[src/sv/lbfpc_pkg.sv]
`default_nettype none

package lbfpc_pkg;

  localparam int MaxLevel = 100;
  localparam int LevelW = $clog2(MaxLevel + 1);
  localparam int SlotW = $clog2(MaxLevel);
  localparam int OutLevelW = 7;
  localparam int TicksW = 16;
  localparam int ModeW = 3;
  localparam int CfgIdxW = 8;
  localparam int CfgDataW = 16;

  localparam logic [TicksW-1:0] OnTicksRst = TicksW'(500);
  localparam logic [TicksW-1:0] OffTicksRst = TicksW'(500);
  localparam logic [TicksW-1:0] FadeIntervalRst = TicksW'(10);
  localparam logic [TicksW-1:0] ElapsedMax = {TicksW{1'b1}};

  typedef enum logic [ModeW-1:0] {
    ModeOff     = 3'd0,
    ModeOn      = 3'd1,
    ModeBlink   = 3'd2,
    ModeFadeIn  = 3'd3,
    ModeFadeOut = 3'd4
  } mode_e;

  typedef enum logic [CfgIdxW-1:0] {
    RegMode         = 8'd0,
    RegOnTicks      = 8'd1,
    RegOffTicks     = 8'd2,
    RegFadeInterval = 8'd3
  } cfg_reg_e;

endpackage

`default_nettype wire

[src/sv/led_blink_fade_pwm_controller.sv]
// Channel  | Direction | Handshake                 | Payload
// in       | input     | in_valid_i / in_stall_o   | tick_i
// out      | output    | out_valid_o / out_stall_i | pin_level_o, level_now_o
// cfg      | input     | cfg_valid_i / cfg_ready_o | cfg_index_i, cfg_data_i
//
// Each input beat updates the LED state in the cycle it is taken; its result is registered
// in the output or skid register; one beat per clock is taken while in_stall_o is low.
// A two-entry output stage (output register plus skid register) sets the rate.
// in_stall_o is high while the skid register is full or a configuration write is offered.
// Reset is asynchronous and active low; it clears the valid flags, modes and counters.
// Configuration writes are always ready and take effect in the next cycle.
`default_nettype none

module led_blink_fade_pwm_controller
  import lbfpc_pkg::*;
(
  input  wire logic                 clk_i,
  input  wire logic                 rst_ni,
  input  wire logic                 in_valid_i,
  output logic                      in_stall_o,
  input  wire logic                 tick_i,
  output logic                      out_valid_o,
  input  wire logic                 out_stall_i,
  output logic                      pin_level_o,
  output logic [OutLevelW-1:0]      level_now_o,
  input  wire logic                 cfg_valid_i,
  output logic                      cfg_ready_o,
  input  wire logic [CfgIdxW-1:0]   cfg_index_i,
  input  wire logic [CfgDataW-1:0]  cfg_data_i
);

  mode_e              mode_q, mode_d;
  logic [TicksW-1:0]  on_ticks_q, on_ticks_d;
  logic [TicksW-1:0]  off_ticks_q, off_ticks_d;
  logic [TicksW-1:0]  fade_interval_q, fade_interval_d;

  logic [LevelW-1:0]  brightness_q, brightness_d;
  logic               lit_phase_q, lit_phase_d;
  logic [TicksW-1:0]  elapsed_q, elapsed_d;
  logic [SlotW-1:0]   pwm_slot_q, pwm_slot_d;

  logic                 out_valid_q, out_valid_d;
  logic                 out_pin_q, out_pin_d;
  logic [OutLevelW-1:0] out_level_q, out_level_d;
  logic                 skid_valid_q, skid_valid_d;
  logic                 skid_pin_q, skid_pin_d;
  logic [OutLevelW-1:0] skid_level_q, skid_level_d;

  logic               in_fire, out_fire, cfg_fire;
  logic [TicksW-1:0]  elapsed_inc, target;
  logic [SlotW-1:0]   slot_inc;
  logic               apply_mode;
  mode_e              mode_new;
  logic               res_pin;
  logic [OutLevelW-1:0] res_level;

  assign cfg_ready_o = 1'b1;
  assign cfg_fire    = cfg_valid_i & cfg_ready_o;
  assign in_stall_o  = skid_valid_q | cfg_valid_i;
  assign in_fire     = in_valid_i & ~in_stall_o;
  assign out_fire    = out_valid_q & ~out_stall_i;

  assign elapsed_inc = (elapsed_q != ElapsedMax) ? elapsed_q + TicksW'(1) : elapsed_q;
  assign slot_inc    = (pwm_slot_q == SlotW'(MaxLevel - 1)) ? '0 : pwm_slot_q + SlotW'(1);
  assign target      = lit_phase_q ? on_ticks_q : off_ticks_q;

  always_comb begin
    mode_d          = mode_q;
    on_ticks_d      = on_ticks_q;
    off_ticks_d     = off_ticks_q;
    fade_interval_d = fade_interval_q;
    brightness_d    = brightness_q;
    lit_phase_d     = lit_phase_q;
    elapsed_d       = elapsed_q;
    pwm_slot_d      = pwm_slot_q;
    apply_mode      = 1'b0;
    mode_new        = mode_q;

    if (cfg_fire) begin
      unique case (cfg_reg_e'(cfg_index_i))
        RegMode: begin
          mode_new = mode_e'(cfg_data_i[ModeW-1:0]);
          if (mode_new != mode_q) begin
            mode_d     = mode_new;
            apply_mode = 1'b1;
          end
        end
        RegOnTicks: begin
          if (cfg_data_i != on_ticks_q) begin
            on_ticks_d = cfg_data_i;
            apply_mode = 1'b1;
          end
        end
        RegOffTicks: begin
          if (cfg_data_i != off_ticks_q) begin
            off_ticks_d = cfg_data_i;
            apply_mode  = 1'b1;
          end
        end
        RegFadeInterval: fade_interval_d = cfg_data_i;
        default: ;
      endcase

      if (apply_mode) begin
        elapsed_d = '0;
        unique case (mode_new)
          ModeOff: brightness_d = '0;
          ModeOn:  brightness_d = LevelW'(MaxLevel);
          ModeBlink: begin
            brightness_d = LevelW'(MaxLevel);
            lit_phase_d  = 1'b1;
          end
          default: ;
        endcase
      end
    end else if (in_fire && tick_i) begin
      elapsed_d  = elapsed_inc;
      pwm_slot_d = slot_inc;
      unique case (mode_q)
        ModeBlink: begin
          if (elapsed_inc >= target) begin
            elapsed_d    = '0;
            lit_phase_d  = ~lit_phase_q;
            brightness_d = lit_phase_q ? '0 : LevelW'(MaxLevel);
          end
        end
        ModeFadeIn: begin
          if (elapsed_inc >= fade_interval_q) begin
            elapsed_d = '0;
            if (brightness_q < LevelW'(MaxLevel)) begin
              brightness_d = brightness_q + LevelW'(1);
            end
          end
        end
        ModeFadeOut: begin
          if (elapsed_inc >= fade_interval_q) begin
            elapsed_d = '0;
            if (brightness_q != '0) begin
              brightness_d = brightness_q - LevelW'(1);
            end
          end
        end
        default: ;
      endcase
    end
  end

  assign res_pin   = ~(LevelW'(pwm_slot_d) < brightness_d);
  assign res_level = OutLevelW'(brightness_d);

  always_comb begin
    out_valid_d  = out_valid_q;
    out_pin_d    = out_pin_q;
    out_level_d  = out_level_q;
    skid_valid_d = skid_valid_q;
    skid_pin_d   = skid_pin_q;
    skid_level_d = skid_level_q;

    if (!out_valid_q || out_fire) begin
      if (skid_valid_q) begin
        out_valid_d  = 1'b1;
        out_pin_d    = skid_pin_q;
        out_level_d  = skid_level_q;
        skid_valid_d = 1'b0;
      end else if (in_fire) begin
        out_valid_d = 1'b1;
        out_pin_d   = res_pin;
        out_level_d = res_level;
      end else begin
        out_valid_d = 1'b0;
      end
    end else if (in_fire) begin
      skid_valid_d = 1'b1;
      skid_pin_d   = res_pin;
      skid_level_d = res_level;
    end
  end

  always_ff @(posedge clk_i or negedge rst_ni) begin
    if (!rst_ni) begin
      mode_q          <= ModeOff;
      on_ticks_q      <= OnTicksRst;
      off_ticks_q     <= OffTicksRst;
      fade_interval_q <= FadeIntervalRst;
      brightness_q    <= '0;
      lit_phase_q     <= 1'b0;
      elapsed_q       <= '0;
      pwm_slot_q      <= '0;
      out_valid_q     <= 1'b0;
      skid_valid_q    <= 1'b0;
    end else begin
      mode_q          <= mode_d;
      on_ticks_q      <= on_ticks_d;
      off_ticks_q     <= off_ticks_d;
      fade_interval_q <= fade_interval_d;
      brightness_q    <= brightness_d;
      lit_phase_q     <= lit_phase_d;
      elapsed_q       <= elapsed_d;
      pwm_slot_q      <= pwm_slot_d;
      out_valid_q     <= out_valid_d;
      skid_valid_q    <= skid_valid_d;
    end
  end

  always_ff @(posedge clk_i) begin
    out_pin_q    <= out_pin_d;
    out_level_q  <= out_level_d;
    skid_pin_q   <= skid_pin_d;
    skid_level_q <= skid_level_d;
  end

  assign out_valid_o = out_valid_q;
  assign pin_level_o = out_pin_q;
  assign level_now_o = out_level_q;

  a_skid_needs_out: assert property (@(posedge clk_i) disable iff (!rst_ni)
    skid_valid_q |-> out_valid_q)
    else $error("Skid register holds a beat while the output register is empty.");

  a_in_gives_out: assert property (@(posedge clk_i) disable iff (!rst_ni)
    in_fire |=> out_valid_q)
    else $error("An accepted input beat left no result in the output register.");

  a_level_range: assert property (@(posedge clk_i) disable iff (!rst_ni)
    brightness_q <= LevelW'(MaxLevel))
    else $error("Brightness exceeds the maximum level.");

  a_slot_range: assert property (@(posedge clk_i) disable iff (!rst_ni)
    LevelW'(pwm_slot_q) < LevelW'(MaxLevel))
    else $error("PWM slot counter left its range.");

endmodule

`default_nettype wire
[config.mk]
export PLATFORM = sky130hd
export DESIGN_NAME = led_blink_fade_pwm_controller
export DESIGN_NICKNAME = d
export VERILOG_FILES = /design/src/sv/lbfpc_pkg.sv /design/src/sv/led_blink_fade_pwm_controller.sv
export SDC_FILE = /design/constraint.sdc
export NUM_CORES = 1
export LEC_CHECK = 0
export BUFFER_PORTS_ARGS = -buffer_cell sky130_fd_sc_hd__buf_2
export CAP_MARGIN = 20
export CORE_MARGIN = 2
export CORE_UTILIZATION = 59
export DETAILED_ROUTE_END_ITERATION = 16
export MAX_ROUTING_LAYER = met4
export PLACE_DENSITY = 0.78
export RECOVER_POWER = 50
export SKIP_LAST_GASP = 1
export SLEW_MARGIN = 0
export SYNTH_ARGS = -nofsm -noshare
export SYNTH_HDL_FRONTEND = slang
export SYNTH_SLANG_ARGS = --single-unit
[constraint.sdc]
create_clock -name clk_i -period 6.3 [get_ports clk_i]
set_input_delay 0.63 -clock clk_i [delete_from_list [all_inputs] [get_ports clk_i]]
set_output_delay 0.63 -clock clk_i [all_outputs]
set_load 0.1 [all_outputs]
==> impl_metrics.yaml, run 1 <==
status:
  status: "finished, violations left"
  violations: "capacitance limit, slew limit"
place:
  port_buffers: 39
  gp_congestion: 1.008
  dp_hpwl_mm: 12.34
  dp_slack_ns: 1.053
  placedInstanceArea_sq_um: 7047
floorplan:
  core-area_sq_um: 11320
  io_pins: 41
  die_height_microns: 111.2
  die_area_sq_um: 12360
  initial_core_util: 0.5987
  rows: 39
  die_w_microns: 111.2
timing:
  setup_slack_ns: 0.9324
  report.final.hold_viol_count: 0
  slew_headroom: -1.087
  finalSetupTns_ns: 0
  period_share: 0.8520
  fmax_ghz: 0.1863
  finalSetupViolCount: 0
  skew_ns: 0.008553
  period_needed_ns: 5.368
  rsz0062_at_grt: "false"
  worstMarginPinSlew_ns: 3.131
  hold_ws_ns: 0.4690
  drv_slew: 61
logic_synthesis:
  synth_fp_nets: 768
  synthMuxAreaShare: 0.1043
  synth_warnings: 0
  seq_area_frac_synth: 0.3836
  netlist_area_sq_um: 6778
  async_flop_share: 0.8400
  synth_top_family_by_area: "simple AND/OR/NAND/NOR gates"
  synth-simple-area-share: 0.1951
  yosys.area_share.adder: 0.07938
  synth.area.top_cells: "dfrtp_1, ha_1, edfxtp_1"
  synth_compound_area_frac: 0.1324
  synth_area_per_cell_sq_um: 9.752
  yosysTopAreaCellShare: 0.2584
  ys_seq_elements: 100
  synth.most_common_cell: "nand2_1"
  synth_common_cells: "nand2_1, dfrtp_1, ha_1"
  synth_cell_type_count: 81
  syn_inst: 695
  synth_edf_count: 16
  synth-xor-area-share: 0.06332
  synth_top_area_cell: "dfrtp_1"
  synth_top_flop_cell: "dfrtp_1"
pwr:
  netSwitchingPower_mw: 0.6005
  powerDensity_nw_per_um2: 243.7
  pwr-share-clk: 0.311
  power.internal_mw: 1.182
  ir_drop_uv: 213.6
  comb_power_share: 0.263
  p_leak_nw: 3.182
  seq_power_share: 0.426
  netSwitchingFraction: 0.3369
layout:
  fin_area_sq_um: 7316
  syn_to_final_growth_pct: 7.938
  n_antenna_cell: 0
  drive_gt1_frac: 0.1893
  nets: 797
routing:
  drtAntennaViolNets: 0
  wl_per_cell_microns: 18.77
  dr.pass1.iters: 5
  vias_per_cell: 6.092
  drtIter0Drc: 424
  route.detailed.drc: 0
  wirelength_mm: 16.37
  dr_total_vias: 5312
setup_path:
  critical_path_arrival_ns: 5.46
  start_kind: "flip-flop"
  cp.required_ns: 6.40
  r2r_cells: 18
  rr_startpoint: "elapsed_q[4]$_DFFE_PN0P_"
  reg2reg_to: "pin_level_o$_DFFE_PP_"
  r2r_slack_ns: 0.93
  critical_path_peak_fanout: 10
  path_class: "reg -> reg"
  endpoint_kind: "flip-flop"
clock_tree:
  htreeDepth: 3
  cts_tree: "built"
  holdBufCountCts: 0
  clockRootBuffer: "clkbuf_16"
  cts.sinks: 100
  clock_path_buffers: 2
  cts_buffers: 9
  clk_latency_ns: 0.35
  postCtsSetupBuffers: 0
  cts_resized: 0
  clkTransAtPathRegs_ns: 0.07
min_path:
  holdCritStartpoint: "on_ticks_q[7]$_DFFE_PN1P_"
  worstHoldPathCells: 2
  whs_endpoint: "on_ticks_q[7]$_DFFE_PN1P_"
  hold_path.class: "reg -> reg"
grt:
  antenna_found_initial: 0
  grt_max_degree: 61
  grt_usage: 0.2854
  grt_first_pass_wirelength_mm: 27.04
  grt-ovfl-total: 0
  grt_pass1_vias: 5332
job:
  cap_viol_max_count: 1
==> cells by family (layout without fill, tap and decap cells) <==
group	count (synthesis)	in the layout
adders and majority gates	43	43
xor gates and xnor gates	49	49
AOI/OAI and AO/OA	125	125
DFF	100	100
muxes	65	65
other	1	1
buffers and inverters	63	97
and+or+nand+nor	249	249
==> critical path, cell delays in order, from the launching register on <==
cell and delay [ns]:
dfrtp_1 0.47, and4_1 0.35, nand4_4 0.18, nor4_1 0.61, xor2_1 0.33, ha_1 0.31, a21oi_1 0.21, nor2_1 0.10
a2111oi_4 0.64, and2_1 0.26, nor2_1 0.06, o31ai_1 0.38, and2_1 0.20, ha_1 0.25, a21o_1 0.17, a21oi_1 0.23
o21a_1 0.20, a21o_1 0.12, a31oi_1 0.03
==> stage by stage <==
step	std cells	util	power (mW)
2_1_floorplan	695	-	1.112
3_3_place_gp	856	0.6225	1.207
3_5_place_dp	856	0.6225	1.235
4_1_cts	872	0.6483	1.793
5_1_grt	872	0.6462	1.867
6_report	872	0.6462	1.783
==> cell usage in the layout (no fill, tap or decap), drive strengths merged, types with 6 or more instances in the layout <==
cell type	netlist	layout
and3	6	6
inv	38	41
nand2	98	98
mux2	42	42
a31oi	11	11
o21ai	25	25
nand4	15	15
nor4	15	15
xor2	22	22
xnor2	27	27
nor3	19	19
dfrtp	70	70
and2	6	6
nor2	34	34
a21oi	36	36
edfxtp	16	16
buf	17	30
mux2i	23	23
nand2b	7	7
nand3	30	30
clkbuf	8	24
ha	43	43
dfstp	14	14
==> power by group through the flow <==
stage          combinational, mW  sequential (mW)  clock (mW)
2_1_floorplan              0.317            0.795           0
3_3_place_gp               0.440            0.767           0
3_5_place_dp               0.464            0.770           0
4_1_cts                    0.471            0.758       0.564
5_1_grt                    0.513            0.765       0.588
6_report                   0.469            0.759       0.554
==> state kept, by name, summed over array words and instances (netlist names), 3 cells and up <==
signal           cells
skid_level_q         7
off_ticks_q         16
mode_q               3
fade_interval_q     16
elapsed_q           16
on_ticks_q          16
pwm_slot_q           7
level_now_o          7
brightness_q         7
==> area by class of cell <==
class	instances	area, sq um
fillers	901	4005
clock buffers	11	254.0
inverters	38	142.6
multi-input cells	532	3897
well taps	143	178.9
clock inverters	5	38.79
flip-flops and latches	100	2600
repair buffers	43	203.9
==> per-layer routing <==
| layer | GRT usage | up-vias | part of all wire |
|---|---|---|---|
| met1 | 0.3721 | 2544 | 0.45 |
| li1 | - | 2566 | - |
| met5 | - | - | 0 |
| met4 | 0.09218 | 0 | 0.021 |
| met3 | 0.05467 | 31 | 0.056 |
| met2 | 0.4537 | 171 | 0.48 |
==> worst max path at each step <==
| stage | start | slack [ns] | end |
|---|---|---|---|
| 6_report | elapsed_q[4]$_DFFE_PN0P_ | 0.93 | pin_level_o$_DFFE_PP_ |
| 2_1_floorplan | elapsed_q[4]$_DFFE_PN0P_ | 1.57 | pin_level_o$_DFFE_PP_ |
| 3_5_place_dp | elapsed_q[4]$_DFFE_PN0P_ | 1.05 | pin_level_o$_DFFE_PP_ |
| 3_3_place_gp | elapsed_q[4]$_DFFE_PN0P_ | 1.25 | pin_level_o$_DFFE_PP_ |
| 5_1_grt | elapsed_q[4]$_DFFE_PN0P_ | 0.56 | pin_level_o$_DFFE_PP_ |
| 4_1_cts | elapsed_q[4]$_DFFE_PN0P_ | 0.98 | pin_level_o$_DFFE_PP_ |
(Power assumes the default switching activity.)
==> run 2: changes to the inputs <==
Settings changed: MAX_ROUTING_LAYER met4 to default.
==> impl_metrics.yaml, run 2 (synthesized netlist as in run 1, its figures left out) <==
status:
  status: "finished, violations left"
  violations: "capacitance limit, slew limit"
floorplan:
  io_pins: 41
  core-area_sq_um: 11320
  die_height_microns: 111.2
  initial_core_util: 0.5987
  die_w_microns: 111.2
  die_area_sq_um: 12360
  rows: 39
routing:
  wl_per_cell_microns: 19.03
  route.detailed.drc: 0
  dr_total_vias: 5354
  vias_per_cell: 6.140
  dr.pass1.iters: 5
  wirelength_mm: 16.59
  drtAntennaViolNets: 0
  drtIter0Drc: 455
timing:
  period_share: 0.8493
  finalSetupTns_ns: 0
  rsz0062_at_grt: "false"
  fmax_ghz: 0.1869
  drv_slew: 59
  period_needed_ns: 5.350
  report.final.hold_viol_count: 0
  skew_ns: 0.005516
  finalSetupViolCount: 0
  slew_headroom: -1.012
  worstMarginPinSlew_ns: 3.017
min_path:
  hold_path.class: "reg -> reg"
pwr:
  power.internal_mw: 1.185
  seq_power_share: 0.427
  p_leak_nw: 3.189
  pwr-share-clk: 0.315
  powerDensity_nw_per_um2: 243.4
  ir_drop_uv: 203.1
  netSwitchingPower_mw: 0.5967
  netSwitchingFraction: 0.3349
  comb_power_share: 0.259
setup_path:
  endpoint_kind: "flip-flop"
  path_class: "reg -> reg"
  critical_path_peak_fanout: 10
  cp.required_ns: 6.40
  start_kind: "flip-flop"
  critical_path_arrival_ns: 5.45
  slowest_stage: "a2111oi_4"
  crit_chain: "and4_1, nand4_4, o31ai_1, nor2_1, and2_1, xnor2_1, ha_1, nand2_1, nor3_4, a2111oi_4, nand3_2, a21o_1, nand3_1, inv_1, ha_1, a21o_1, a21o_1, a21oi_1, o21a_1, a21o_1, a31oi_1"
  cpMostUsedCell: "a21o_1"
  cpPeakStageDelay_ns: 0.59
clock_tree:
  cts_buffers: 9
  holdBufCountCts: 0
  postCtsSetupBuffers: 0
  clock_path_buffers: 2
  htreeDepth: 3
  clk_latency_ns: 0.36
  clockRootBuffer: "clkbuf_16"
  clkTransAtPathRegs_ns: 0.07
  cts_resized: 0
  cts.sinks: 100
  cts_tree: "built"
grt:
  grt_pass1_vias: 5436
  antenna_found_initial: 0
  grt_max_degree: 85
  grt_usage: 0.2805
  grt-ovfl-total: 0
  grt_first_pass_wirelength_mm: 27.43
layout:
  n_antenna_cell: 0
  syn_to_final_growth_pct: 8.012
  nets: 797
  final_common_cell: "nand2_1"
  drive_gt1_frac: 0.1907
  fill_cells: 930
  fin_cells: 872
  layout_common_cells: "nand2_1, dfrtp_1, ha_1, mux2_2, inv_1"
place:
  gp_congestion: 0.9633
  port_buffers: 39
  dp_hpwl_mm: 12.47
  dp.cells: 855
job:
  cap_viol_max_count: 1
run 2: cell count changes in the layout (fill, tap and decap cells not counted):
cell        previous run  this run
clkinv_4               0         2
clkbuf_1              14        13
clkbuf_4               0         1
clkinvlp_4             1         0
inv_6                  3         2
run 2: path summary, 6_finish.rpt:
kind                                                start                        endpoint  slack (ns)  depth (start not counted)
worst max-delay path             elapsed_q[4]$_DFFE_PN0P_           pin_level_o$_DFFE_PP_        0.95                         21
worst min-delay path            on_ticks_q[7]$_DFFE_PN1P_       on_ticks_q[7]$_DFFE_PN1P_        0.47                          2
worst max register to register   elapsed_q[4]$_DFFE_PN0P_           pin_level_o$_DFFE_PP_        0.95                         21
worst min register to register  on_ticks_q[7]$_DFFE_PN1P_       on_ticks_q[7]$_DFFE_PN1P_        0.47                          2
max in group asynchronous                          rst_ni  fade_interval_q[6]$_DFFE_PN0P_        2.17                          2
min in group asynchronous                          rst_ni       elapsed_q[10]$_DFFE_PN0P_        0.62                          1
run 2: through the flow:
step                      cell area (sq um)  power [mW]    util  hold slack [ns]  setup WS [ns]
after floorplan                        6778       1.112       -           0.3344          1.566
after global placement                 7039       1.209  0.6218           0.4576          1.236
after detailed placement               7039       1.229  0.6218           0.4635          1.073
after CTS                              7337       1.786  0.6481           0.4736          1.026
after global routing                   7321       1.868  0.6467           0.4899         0.5016
final                                  7321       1.782  0.6467           0.4725         0.9496
run 2: critical path: cells and delay by family (launching register included):
family                   cells  cell delay (ns)
adder cells (fa/ha/maj)      2             0.60
AND/OR/NAND/NOR              8             1.49
flip-flops                   1             0.47
AO/OA/AOI/OAI                9             2.19
buffers and inverters        1             0.06
XOR/XNOR                     1             0.27
run 2: final cells by class:
type,instances,area (sq um),share of cell area
clock buffers,11,257.7,0.03521
clock inverters,5,40.04,0.005469
inverters,38,142.6,0.01948
multi-input cells,532,3897,0.5324
flip-flops and latches,100,2600,0.3552
well taps,143,178.9,0.02444
repair buffers,43,203.9,0.02786
run 2: routing by layer:
| layer | part of all wire | wire length (microns) | track usage |
|---|---|---|---|
| met1 | 0.44 | 7352 | 0.3697 |
| met2 | 0.48 | 7913 | 0.4683 |
| met4 | 0.025 | 407 | 0.1086 |
| met5 | 0 | 0 | 0 |
| met3 | 0.055 | 919 | 0.04265 |
run 2: power by group through the flow:
stage	Sequential [mW]	Clock (mW)	Combinational [mW]
after CTS	0.759	0.567	0.460
after detailed placement	0.771	0	0.457
after floorplan	0.795	0	0.317
final	0.760	0.560	0.461
after global placement	0.768	0	0.441
after global routing	0.768	0.592	0.508
==> run 3: changes to the inputs <==
Settings changed: ABC_AREA from default to 1, CORE_UTILIZATION 59 to 56, PLACE_DENSITY 0.78 to 0.77.
Clock period 6.3 ns to 4.9 ns, I/O delays scaled along.
==> impl_metrics.yaml, run 3 <==
clock_tree:
  clock_path_buffers: 2
  cts_buffers: 9
  clk_latency_ns: 0.36
  clockRootBuffer: "clkbuf_16"
  cts_tree: "built"
  cts.sinks: 100
  clkTransAtPathRegs_ns: 0.07
  holdBufCountCts: 0
  htreeDepth: 3
layout:
  multiInputGateArea_sq_um: 3671
  layout_common_cells: "nand2_1, inv_1, o21ai_0, dfrtp_1, nor2_1"
  drive_gt1_frac: 0.1512
  syn_to_final_growth_pct: 12.58
  fill_cells: 1054
  n_antenna_cell: 0
  post-route-util: 0.6411
  final_common_cell: "nand2_1"
  nets: 1067
  area.sequential_sq_um: 2600
setup_path:
  worst-path-buf-inv: 6
  cp.required_ns: 5.01
  endpoint_kind: "flip-flop"
  slowest_stage: "dfrtp_1"
  critical_path_peak_fanout: 6
  start_kind: "flip-flop"
  path_class: "reg -> reg"
  r2r_cells: 33
  rr_startpoint: "elapsed_q[1]$_DFFE_PN0P_"
  r2r_slack_ns: 0.21
  cpPeakStageDelay_ns: 0.36
  crit_family: "simple AND/OR/NAND/NOR gates"
  reg2reg_to: "pin_level_o$_DFFE_PP_"
  critical_path_arrival_ns: 4.80
logic_synthesis:
  synth_top_flop_cell: "dfrtp_1"
  synth_cell_type_count: 44
  synth_common_cells: "nand2_1, inv_1, o21ai_0"
  synth_edf_count: 16
  async_flop_share: 0.8400
  seq_area_frac_synth: 0.3833
  synth.most_common_cell: "nand2_1"
  netlist_area_sq_um: 6783
  synth_area_per_cell_sq_um: 7.170
  synth_fp_nets: 1019
  yosysTopAreaCellShare: 0.2583
  ys_seq_elements: 100
  synth_top_area_cell: "dfrtp_1"
  synth_warnings: 0
  syn_inst: 946
  synth.area.top_cells: "dfrtp_1, nand2_1, ha_1"
grt:
  grt_usage: 0.2550
  grt-ovfl-total: 0
  antenna_found_initial: 0
  grt_max_degree: 44
  grt_first_pass_wirelength_mm: 26.73
  grt_pass1_vias: 5723
timing:
  report.final.hold_viol_count: 0
  finalSetupViolCount: 0
  period_share: 0.9567
  drv_slew: 87
  skew_ns: 0.005867
  fmax_ghz: 0.2133
  period_needed_ns: 4.688
  worstMarginPinSlew_ns: 2.344
  slew_headroom: -0.5624
floorplan:
  initial_core_util: 0.5694
  rows: 40
  die_area_sq_um: 13010
  core-area_sq_um: 11910
  io_pins: 41
  die_height_microns: 114.1
  die_w_microns: 114.1
job:
  cap_viol_max_count: 2
routing:
  drtAntennaViolNets: 0
  dr_total_vias: 6231
  wl_per_cell_microns: 14.19
  route.detailed.drc: 0
  drtIter0Drc: 537
  dr.pass1.iters: 5
  wirelength_mm: 16.26
  vias_per_cell: 5.437
pwr:
  powerDensity_nw_per_um2: 384.1
  p_leak_nw: 3.807
  finalPower_mw: 2.933
  ir_drop_uv: 204.9
min_path:
  holdCritStartpoint: "cfg_data_i[12]"
  hold_path.class: "in -> reg"
  whs_endpoint: "off_ticks_q[12]$_DFFE_PN0P_"
  worstHoldPathCells: 3
place:
  port_buffers: 39
  gp_congestion: 0.9553
  dp_hpwl_mm: 11.43
status:
  status: "finished, violations left"
  violations: "capacitance limit, slew limit"
==> run 3: logic make-up after synthesis <==
family	synth area share
and+or+nand+nor	0.2878
buffers and inverters	0.09758
AOI/OAI and AO/OA	0.1253
DFF	0.3833
adders and majority gates	0.07932
xor gates and xnor gates	0.02453
other	0.0005529
muxes	0.001660
==> run 3: worst register-to-register path, delay by kind of cell (launching register included) <==
kind,cells,cell delay (ns)
DFF,1,0.36
and+or+nand+nor,19,2.03
xor gates and xnor gates,1,0.20
buffers and inverters,6,0.51
adders and majority gates,3,0.77
AOI/OAI and AO/OA,4,0.58
==> run 3: layout make-up <==
cell class / instances / area share
sequential: 100 / 0.3405
clock buffer: 9 / 0.02949
clock inverter: 7 / 0.007537
timing repair buffer: 58 / 0.04440
inverter: 149 / 0.07324
multi-input combinational: 676 / 0.4807
tap: 147 / 0.02409
==> run 3: how the worst max path moves through the flow <==
stage                                   startpoint               endpoint  slack, ns  depth (start not counted)
after floorplan           elapsed_q[1]$_DFFE_PN0P_  pin_level_o$_DFFE_PP_       0.77                         36
after global placement    elapsed_q[1]$_DFFE_PN0P_  pin_level_o$_DFFE_PP_       0.05                         36
after detailed placement  elapsed_q[1]$_DFFE_PN0P_  pin_level_o$_DFFE_PP_       0.03                         36
after CTS                 elapsed_q[1]$_DFFE_PN0P_  pin_level_o$_DFFE_PP_       0.04                         36
after global routing      elapsed_q[5]$_DFFE_PN0P_  pin_level_o$_DFFE_PP_      -0.08                         30
final                     elapsed_q[1]$_DFFE_PN0P_  pin_level_o$_DFFE_PP_       0.21                         33
==> run 3: per-layer routing <==
layer  share of wire  vias to the layer above  global-route usage
met4           0.011                        0             0.07724
met1            0.48                     2909              0.3644
met2            0.47                      181              0.4063
met3           0.046                       18             0.03441
met5               0                        -                   0
li1                -                     3123                   -
==> run 3: through the flow <==
step / setup TNS [ns] / cell area [sq um] / hold WS [ns] / instances / worst slack (ns)
floorplan: 0 / 6783 / 0.1944 / 946 / 0.7744
global placement: 0 / 7124 / 0.4652 / 1118 / 0.05118
detailed placement: 0 / 7124 / 0.4790 / 1118 / 0.03374
CTS: 0 / 7410 / 0.1353 / 1134 / 0.04454
global route: -0.08440 / 7636 / 0.4078 / 1146 / -0.08440
finish: 0 / 7636 / 0.3807 / 1146 / 0.2123
==> run 3: repair_timing <==
item	4_1_cts	5_1_grt
pin swaps	0	11
cloned	0	1
setup endpoints to repair	1	2
resized for setup	1	34
buffers inserted	0	8
==> run 3: report_power, final <==
part           internal [mW]  switching, mW
Clock                  0.352          0.343
Combinational          0.410          0.756
Sequential             0.963          0.109
